[src/rtl/sbox_pkg.sv]
`timescale 1ns / 1ps
// ----------------------------------------------------------------------------
// sbox_pkg
// Shared widths, types and register codes for the segment/box overlap test.
// ----------------------------------------------------------------------------
package sbox_pkg;

  localparam int NumAxes = 3;
  localparam int CoordW  = 16;  // Q8.8 coordinate
  localparam int ExtW    = 17;  // max - min
  localparam int DirW    = 17;  // end - start
  localparam int OffW    = 18;  // start + end - min - max
  localparam int MagW    = 17;  // |end - start|
  localparam int FaceW   = 20;  // face axis compare
  localparam int ProdW   = 35;  // 17 x 18 signed product
  localparam int CrossW  = 36;  // sum or difference of two products
  localparam int CfgIdxW = 3;

  // Other two axes for each cross axis
  localparam int AxisB [NumAxes] = '{1, 2, 0};
  localparam int AxisC [NumAxes] = '{2, 0, 1};

  typedef enum logic [CfgIdxW-1:0] {
    RegMinX = 3'd0,
    RegMinY = 3'd1,
    RegMinZ = 3'd2,
    RegMaxX = 3'd3,
    RegMaxY = 3'd4,
    RegMaxZ = 3'd5
  } cfg_reg_e;

  typedef logic signed [CoordW-1:0] coord_t;
  typedef logic signed [ExtW-1:0]   ext_t;
  typedef logic signed [DirW-1:0]   dir_t;
  typedef logic signed [OffW-1:0]   off_t;
  typedef logic        [MagW-1:0]   mag_t;
  typedef logic signed [ProdW-1:0]  prod_t;
  typedef logic signed [CrossW-1:0] cross_t;

  typedef struct packed {
    coord_t [NumAxes-1:0] lo;
    coord_t [NumAxes-1:0] hi;
  } box_t;

  typedef struct packed {
    coord_t [NumAxes-1:0] s;
    coord_t [NumAxes-1:0] e;
  } seg_t;

  typedef struct packed {
    ext_t [NumAxes-1:0] ext;
    dir_t [NumAxes-1:0] dir;
    off_t [NumAxes-1:0] off;
    mag_t [NumAxes-1:0] mag;
  } prep_t;

  typedef struct packed {
    logic                face_sep;
    prod_t [NumAxes-1:0] pos;
    prod_t [NumAxes-1:0] neg;
    prod_t [NumAxes-1:0] ea_b;
    prod_t [NumAxes-1:0] ea_c;
  } prod_s_t;

  typedef struct packed {
    logic                 face_sep;
    cross_t [NumAxes-1:0] cr;
    cross_t [NumAxes-1:0] rhs;
  } cross_s_t;

endpackage

[src/rtl/sbox_if.sv]


interface sbox_hit_if ();
  logic valid;
  logic ready;
  logic hit;

  modport source (output valid, hit, input ready);
  modport sink   (input valid, hit, output ready);
endinterface


[src/rtl/sbox_cmp.sv]
`timescale 1ns / 1ps
// ----------------------------------------------------------------------------
// sbox_cmp
// Third and fourth stages: form the cross terms, compare, register the hit.
// ----------------------------------------------------------------------------
module sbox_cmp import sbox_pkg::*; (
  input  logic       clk_i,
  input  logic       rst_ni,
  input  logic       valid_i,
  output logic       ready_o,
  input  prod_s_t    data_i,
  sbox_hit_if.source hit_o
);

  cross_t cr_w  [NumAxes];
  cross_t rhs_w [NumAxes];
  cross_t cr_mag [NumAxes];
  logic   cross_sep [NumAxes];

  cross_s_t s3_d, s3_q;
  logic     s3_valid_q;
  logic     s3_ready;

  logic hit_d, hit_q;
  logic out_valid_q;
  logic out_ready;

  // Stage 3: difference and sum of the registered products
  for (genvar a = 0; a < NumAxes; a++) begin : g_s3
    assign cr_w[a]  = CrossW'($signed(data_i.pos[a])) - CrossW'($signed(data_i.neg[a]));
    assign rhs_w[a] = CrossW'($signed(data_i.ea_b[a])) + CrossW'($signed(data_i.ea_c[a]));
  end

  always_comb begin
    s3_d.face_sep = data_i.face_sep;
    s3_d.cr       = {cr_w[2], cr_w[1], cr_w[0]};
    s3_d.rhs      = {rhs_w[2], rhs_w[1], rhs_w[0]};
  end

  assign out_ready = !out_valid_q || hit_o.ready;
  assign s3_ready  = !s3_valid_q || out_ready;
  assign ready_o   = s3_ready;

  always_ff @(posedge clk_i or negedge rst_ni) begin
    if (!rst_ni) begin
      s3_valid_q <= 1'b0;
    end else if (s3_ready) begin
      s3_valid_q <= valid_i;
    end
  end

  always_ff @(posedge clk_i) begin
    if (s3_ready && valid_i) begin
      s3_q <= s3_d;
    end
  end

  // Stage 4: |cross| > rhs separates; magnitude stays below 2^34
  for (genvar a = 0; a < NumAxes; a++) begin : g_s4
    assign cr_mag[a]    = s3_q.cr[a][CrossW-1] ? -s3_q.cr[a] : s3_q.cr[a];
    assign cross_sep[a] = cr_mag[a] > $signed(s3_q.rhs[a]);
  end

  assign hit_d = !(s3_q.face_sep || cross_sep[0] || cross_sep[1] || cross_sep[2]);

  always_ff @(posedge clk_i or negedge rst_ni) begin
    if (!rst_ni) begin
      out_valid_q <= 1'b0;
    end else if (out_ready) begin
      out_valid_q <= s3_valid_q;
    end
  end

  always_ff @(posedge clk_i) begin
    if (out_ready && s3_valid_q) begin
      hit_q <= hit_d;
    end
  end

  assign hit_o.valid = out_valid_q;
  assign hit_o.hit   = hit_q;

  a_face_miss: assert property (@(posedge clk_i) disable iff (!rst_ni)
    s3_valid_q && s3_q.face_sep && out_ready |=> !hit_q)
    else $error("face separation did not produce a miss");

  a_fill_out: assert property (@(posedge clk_i) disable iff (!rst_ni)
    s3_valid_q && !out_valid_q |=> out_valid_q)
    else $error("empty output register did not take the waiting item");

endmodule

[src/flat_wrapper.sv]
// flat-port wrapper written by rule: the top's interface ports become plain ports
module sbox_cmp_flat import sbox_pkg::*;
  (clk_i, rst_ni, valid_i, ready_o, data_i, hit_o_valid, hit_o_hit, hit_o_ready);
  sbox_hit_if hit_o_i ();
  input  logic clk_i;
  input  logic rst_ni;
  input  logic valid_i;
  output logic ready_o;
  input  prod_s_t data_i;
  output wire logic [$bits(hit_o_i.valid)-1:0] hit_o_valid;
  output wire logic [$bits(hit_o_i.hit)-1:0] hit_o_hit;
  input wire logic [$bits(hit_o_i.ready)-1:0] hit_o_ready;
  assign hit_o_valid = hit_o_i.valid;
  assign hit_o_hit = hit_o_i.hit;
  assign hit_o_i.ready = hit_o_ready;
  sbox_cmp u_core (.clk_i(clk_i), .rst_ni(rst_ni), .valid_i(valid_i), .ready_o(ready_o), .data_i(data_i), .hit_o(hit_o_i));
endmodule
[config.mk]
export PLATFORM = sky130hd
export DESIGN_NAME = sbox_cmp_flat
export DESIGN_NICKNAME = d
export VERILOG_FILES = /design/src/rtl/sbox_pkg.sv /design/src/rtl/sbox_if.sv /design/src/rtl/sbox_cmp.sv /design/src/flat_wrapper.sv
export SDC_FILE = /design/constraint.sdc
export NUM_CORES = 1
export LEC_CHECK = 0
export BUFFER_PORTS_ARGS = -buffer_cell sky130_fd_sc_hd__buf_2
export CORE_MARGIN = 1.5
export CORE_UTILIZATION = 40
export DETAILED_ROUTE_END_ITERATION = 8
export GPL_TIMING_DRIVEN = 0
export PLACE_DENSITY = 0.72
export SLEW_MARGIN = 25
export SYNTH_ARGS = -nofsm -noshare
export SYNTH_HDL_FRONTEND = slang
export SYNTH_SLANG_ARGS = --single-unit
[constraint.sdc]
create_clock -name clk_i -period 5.4 [get_ports clk_i]
set_input_delay 0 -clock clk_i [delete_from_list [all_inputs] [get_ports clk_i]]
set_output_delay 0 -clock clk_i [all_outputs]
set_load 0.05 [all_outputs]
==> results of run 1 <==
## flip-flops by register name, indices dropped and copies added (netlist names)
| name | flops |
|---|---|
| u_core.hit_o.hit | 1 |
| u_core.hit_o.valid | 1 |
| u_core.s3_valid_q | 1 |
| u_core.s3_q | 217 |
## through the flow
stage	power, mW	TNS (ns)	std cells	hold WS (ns)	setup WS (ns)
after global placement	4.87	0	3686	-0.213	0.0446
after detailed placement	4.90	0	3690	-0.208	0.0239
final	6.72	0	3859	0.0196	0.184
after global routing	7.19	-0.0529	3854	0.0225	-0.0529
after CTS	6.75	0	3848	0.000118	0.0232
after floorplan	4.16	0	2511	-0.296	0.480
## timing repair
action / CTS / global route
resized for setup: 0 / 9
endpoints found under the hold margin: 83 / 0
buffers inserted: 0 / 2
setup endpoints to repair: 0 / 1
hold buffers: 110 / 0
## cell type report
type | count | area share, %
Timing Repair Buffer | 543 | 12.1
Tap cell | 748 | 3.38
Inverter | 288 | 3.90
Clock inverter | 19 | 0.546
Multi-Input combinational cell | 1963 | 53.2
Clock buffer | 29 | 2.47
Sequential cell | 220 | 23.8
Buffer | 40 | 0.542
Antenna cell | 9 | 0.0813
## critical path, stage by stage, from the launching register on
cell      delay, ns
edfxtp_1       0.39
or4_4          0.57
or4_4          0.43
or2_4          0.25
or4_4          0.49
or4_4          0.43
or4_4          0.47
o41ai_4        0.23
xnor2_1        0.18
ha_1           0.28
a21o_1         0.16
a21o_1         0.17
a21oi_1        0.13
o21ai_1        0.08
a221oi_1       0.22
o21a_1         0.21
xor2_2         0.20
a211oi_2       0.09
## power groups by stage
stage | clock network (mW) | logic, mW | registers, mW
after detailed placement | 0 | 2.52 | 2.38
final | 1.72 | 2.65 | 2.35
after CTS | 1.77 | 2.63 | 2.35
after floorplan | 0 | 1.82 | 2.34
after global placement | 0 | 2.49 | 2.39
after global routing | 1.84 | 2.98 | 2.37
## layout by cell type, fill, tap and decap left out, drive strengths merged, types with 22 or more instances in the layout
cell type,Yosys,routed
ha,321,321
a21oi,198,198
o31ai,39,39
clkbuf,40,69
nor2,124,124
nand2,143,143
nand3,40,40
nor2b,28,28
inv,288,289
o41ai,22,22
a21o,167,167
a31oi,28,28
o21ai,138,138
and3,23,23
o21a,43,43
xnor2,203,203
dlygate4sd3,0,110
edfxtp,218,218
nor3,26,26
o21bai,22,22
nand2b,33,33
buf,0,433
nand4,56,56
xor2,66,66
or4,26,26
## worst max path at each step
| stage | from | end | slack, ns |
|---|---|---|---|
| global placement | u_core.s3_q[121]$_DFFE_PP_ | u_core.hit_o.hit$_DFFE_PP_ | 0.04 |
| finish | u_core.s3_q[121]$_DFFE_PP_ | u_core.hit_o.hit$_DFFE_PP_ | 0.18 |
| floorplan | u_core.s3_q[121]$_DFFE_PP_ | u_core.hit_o.hit$_DFFE_PP_ | 0.48 |
| detailed placement | u_core.s3_q[121]$_DFFE_PP_ | u_core.hit_o.hit$_DFFE_PP_ | 0.02 |
| global route | u_core.s3_q[147]$_DFFE_PP_ | u_core.hit_o.hit$_DFFE_PP_ | -0.05 |
| CTS | u_core.s3_q[121]$_DFFE_PP_ | u_core.hit_o.hit$_DFFE_PP_ | 0.02 |
## layer usage
metal / global-route usage [%] / vias up
met5: 0 / -
li1: - / 10400
met1: 28.7 / 9503
met2: 34.9 / 608
met3: 2.39 / 82
met4: 5.18 / 0
## cells by family after synthesis
family	Yosys count
flops	220
compound gates	781
mux	4
buf+inv	328
fa+ha+maj	327
simple gates	582
xor+xnor	269
==> flow_metrics.tcl, run 1 <==
set metrics [dict create \
    grt_pass1_wl_um 97500 \
    p_per_area_nw_per_um2 242 \
    core-area_um2 55300 \
    die_height_um 240 \
    fin_crit_sh_pct 96.6 \
    grt-ovfl-total 0 \
    min_period_ns 5.22 \
    reg2regPathDepth 17 \
    clockRootBuffer "clkbuf_16" \
    grtUsageTotal_pct 20.9 \
    maxSlewViolCount 0 \
    cts_buffer_depth 3 \
    dr.max_layer_used "met4" \
    ys_warn_count 0 \
    dpl.hpwl_um 50000 \
    synth_top_family_by_area "compound AO/OA/AOI/OAI gates" \
    ios 428 \
    finalInstanceArea_um2 27700 \
    setup_viol 0 \
    synth_top_cell_by_area "edfxtp_1" \
    clock_power_share_pct 25.6 \
    ant_nets 0 \
    worstSetupEndpointType "flop" \
    min_path_cells 4 \
    yosys.area_share.adder_pct 18.4 \
    combPwrFrac_pct 39.4 \
    synth_enable_flop_cells 218 \
    switchingPower_mw 2.30 \
    synth_seq_cells 220 \
    peakVddDrop_mv 0.206 \
    htree_levels 1 \
    numCtsBuffers 27 \
    cp.required_ns 5.68 \
    avgSynthCellArea_um2 8.96 \
    fillers 5226 \
    via_count 20600 \
    firstDrtPassIters 5 \
    holdPathEnd "u_core.s3_q[150]$_DFFE_PP_" \
    r2r-end "u_core.hit_o.hit$_DFFE_PP_" \
    yosys.area_share.xor_xnor_pct 10.5 \
    multi_input_area_um2 14700 \
    maxSlewHeadroom_pct 32.0 \
    drv_cap 0 \
    final_layout_size_suffix_gt1_share_pct 16.6 \
    antenna_found_initial 5 \
    synth-seq-area-share_pct 29.3 \
    synth_area_um2 22500 \
    arrival_ns 5.49 \
    clock_latency_ns 0.54 \
    start_util_pct 40.7 \
    vias_per_cell 5.34 \
    clk_pin_slew_worst_paths_ns 0.06 \
    skew_ns 0.0141 \
    outcome "finished clean" \
    rows 86 \
    die_w_um 240 \
    synth_compound_area_share_pct 22.9 \
    synth_cells 2511 \
    worst_slew_pin_slew_ns 0.994 \
    rsz0062_at_grt "true" \
    routed_wl_um 61800 \
    swShare_pct 34.2 \
    synth.distinct_cells 72 \
    synth_area_leaders "edfxtp_1 (29%), ha_1 (18%), xnor2_1 (7.9%), a21o_1 (5.6%), inv_1 (4.8%)" \
    io_buffers 427 \
    dr_wl_met3_um 3440 \
    hold_class "in -> reg" \
    synth_top_cell_area_share_pct 29.1 \
    path_class "reg -> reg" \
    grt_pass1_vias 19500 \
    p_leak_nw 13.0 \
    cts_tree "done" \
    async_flop_share_pct 0.909 \
    r2r-start "u_core.s3_q[121]$_DFFE_PP_" \
    wl_met2_um 28500 \
    synthSimpleGateAreaFrac_pct 13.3 \
    wl_per_cell_um 16.0 \
    die_area_um2 57700 \
    gp_congestion 0.908 \
    synth_mux_area_share_pct 0.183 \
    synth.most_common_cell "ha_1" \
    wl_met1_um 28400 \
    fmax_mhz 192 \
    r2r_setup_slack_ns 0.18 \
    cts.sink_count 220 \
    fin_util_pct 50.1 \
    drc_errors 0 \
    register_area_um2 6600 \
    syn_nets 3263 \
    ys_top_cells_by_count "ha_1 (321), inv_1 (288), edfxtp_1 (218), xnor2_1 (203), a21oi_1 (198)" \
    area_growth_pct 23.1 \
    nets 3835 \
    p_int_mw 4.42 \
    synth_ff_type "edfxtp_1" \
    critPathLaunchType "flop" \
    pwr-share-seq_pct 34.9 \
    grt_max_degree 55 \
    critPathMaxFanout 5 \
    hold_violations 0 \
    drtIter0Drc 1180 \
    hp-start "data_i[356]" \
    place_area_um2 25700 \
]
Power figures use the tool's default switching activity.
==> run 2, diff against run 1 <==
- PLACE_DENSITY: 0.72 -> 0.7
- clock period: 5.4 -> 5.7 ns (I/O delays scaled with it)
==> run 2 against run 1 <==
  * Setup slack better by 0.097 ns
  * Maximum frequency shrank 3.7%
  * Sequential share of layout area fell by 0.25 points
  * Register-to-register slack better by 0.097 ns
  * First-iteration DRC count fell by 0.17%
  * Worst hold slack improved by 0.0082 ns
  * Critical endpoint unchanged
==> flow_metrics.tcl, run 2 (synthesis results as in run 1) <==
set metrics [dict create \
    wl_per_cell_um 16.3 \
    skew_ns 0.0202 \
    setup_viol 0 \
    place_area_um2 25700 \
    p_per_area_nw_per_um2 232 \
    worst_path_most_repeated_cell "or4_4" \
    clock_latency_ns 0.55 \
    rows 86 \
    hold_class "in -> reg" \
    final_cell_mix "buf_2 (427), ha_1 (321), inv_1 (288)" \
    dpl.hpwl_um 50900 \
    rsz0062_at_grt "false" \
    arrival_ns 5.75 \
    nets 3860 \
    postCtsSetupBuffers 0 \
    ant_nets 0 \
    vias_per_cell 5.36 \
    maxSlewHeadroom_pct 34.6 \
    grtUsageTotal_pct 21.1 \
    gp_congestion 0.918 \
    maxSlewViolCount 0 \
    io_buffers 427 \
    grt-ovfl-total 0 \
    core-area_um2 55300 \
    fmax_mhz 185 \
    cts.sink_count 220 \
    die_height_um 240 \
    drc_errors 0 \
    area_growth_pct 24.4 \
    die_w_um 240 \
    largest_reg_flops 217 \
    cp.required_ns 6.03 \
    min_period_ns 5.42 \
    cpPeakStageDelay_ns 0.58 \
    final_layout_size_suffix_gt1_share_pct 16.4 \
    holdWs_ns 0.0278 \
    via_count 20800 \
    path_class "reg -> reg" \
    worst_slew_pin_slew_ns 0.969 \
    htree_levels 1 \
    place_ws_ns 0.0601 \
    clk_pin_slew_worst_paths_ns 0.06 \
    critPathMaxFanout 5 \
    grt_pass1_wl_um 98600 \
    fin_ws_ns 0.281 \
    cts_buffer_depth 3 \
    hold_violations 0 \
    ios 428 \
    largest-register "u_core.s3_q" \
    firstDrtPassIters 7 \
    p_leak_nw 13.1 \
    critical-path-top-delay-family "simple AND/OR/NAND/NOR gates" \
    outcome "finished clean" \
    finalInstanceArea_um2 28000 \
    drtIter0Drc 1178 \
    grt_pass1_vias 19600 \
    clockRootBuffer "clkbuf_16" \
    grt_max_degree 51 \
    slowest_stage "or4_4" \
    fin_util_pct 50.6 \
    cts_tree "done" \
    drv_cap 0 \
    final_common_cell "buf_2" \
    path_buf_inv 0 \
    routed_wl_um 63200 \
    worstSetupEndpointType "flop" \
    die_area_um2 57700 \
    critPathLaunchType "flop" \
    start_util_pct 40.7 \
    worstPathCellList "or4_4 -> or4_1 -> or2_1 -> or4_4 -> or4_1 -> or4_4 -> o41ai_4 -> xnor2_1 -> ha_1 -> a21o_1 -> a21o_1 -> a21oi_1 -> o21ai_0 -> a221oi_1 -> o21a_1 -> xor2_1 -> a211oi_2" \
    peakVddDrop_mv 0.208 \
    numCtsBuffers 27 \
    antenna_found_initial 7 \
    fin_crit_sh_pct 95.1 \
    finalSetupTns_ns 0 \
]
-- run 2: cell count changes in the layout (fill, tap and decap cells not counted), sizes merged --
cell | previous run | this run
diode | 9 | 7
buf | 433 | 431
dlygate4sd3 | 110 | 137
clkinv | 12 | 14
clkbuf | 69 | 68
clkinvlp | 4 | 3
bufinv | 2 | 3
inv | 289 | 290
-- run 2: what timing repair did --
item	in CTS	in global routing
hold endpoints to repair	103	0
setup endpoints to repair	0	1
resized for setup	0	3
hold buffers	137	0
-- run 2: path summary, 6_finish.rpt --
check	startpoint	endpoint	slack, ns	depth (start not counted)
min	data_i[41]	u_core.s3_q[42]$_DFFE_PP_	0.03	4
max reg2reg	u_core.s3_q[121]$_DFFE_PP_	u_core.hit_o.hit$_DFFE_PP_	0.28	17
min in group asynchronous	rst_ni	u_core.hit_o.valid$_DFFE_PN0P_	0.30	3
min reg2reg	u_core.s3_valid_q$_DFFE_PN0N_	u_core.hit_o.valid$_DFFE_PN0P_	0.50	1
max in group asynchronous	rst_ni	u_core.s3_valid_q$_DFFE_PN0N_	5.26	3
max	u_core.s3_q[121]$_DFFE_PP_	u_core.hit_o.hit$_DFFE_PP_	0.28	17
-- run 2: metrics by stage --
stage          instances  total power, mW
4_1_cts             3877             6.52
2_1_floorplan       2511             3.94
5_1_grt             3881             6.92
6_report            3884             6.49
3_5_place_dp        3690             4.65
3_3_place_gp        3686             4.62
-- run 2: power breakdown --
group	internal, mW	leakage [nW]	switching (mW)
sequential	2.09	2.11	0.139
clock	1.01	0.435	0.723
combinational	1.16	10.6	1.37
-- run 2: routing by layer --
layer  vias to the layer above  routed length, um  global-route usage, %
met3                        71               3370                   2.82
met5                         -                  0                      0
met1                      9695              28900                   28.4
li1                      10500                  -                      -
met4                         0               1140                   4.57
met2                       600              29800                   36.0
-- run 2: cell type report --
| type | count | area [um2] |
|---|---|---|
| Antenna cell | 7 | 17.5 |
| Buffer | 40 | 150 |
| Clock buffer | 28 | 679 |
| Clock inverter | 22 | 219 |
| Fill cell | 5200 | 27300 |
| Inverter | 288 | 1080 |
| Multi-Input combinational cell | 1963 | 14700 |
| Sequential cell | 220 | 6600 |
| Tap cell | 748 | 936 |
| Timing Repair Buffer | 568 | 3610 |
-- run 2: tightest hold or removal path, cell delays in order --
cell     delay [ns]
buf_2          0.08
ha_1           0.16
nor2_1         0.05
a21oi_1        0.15
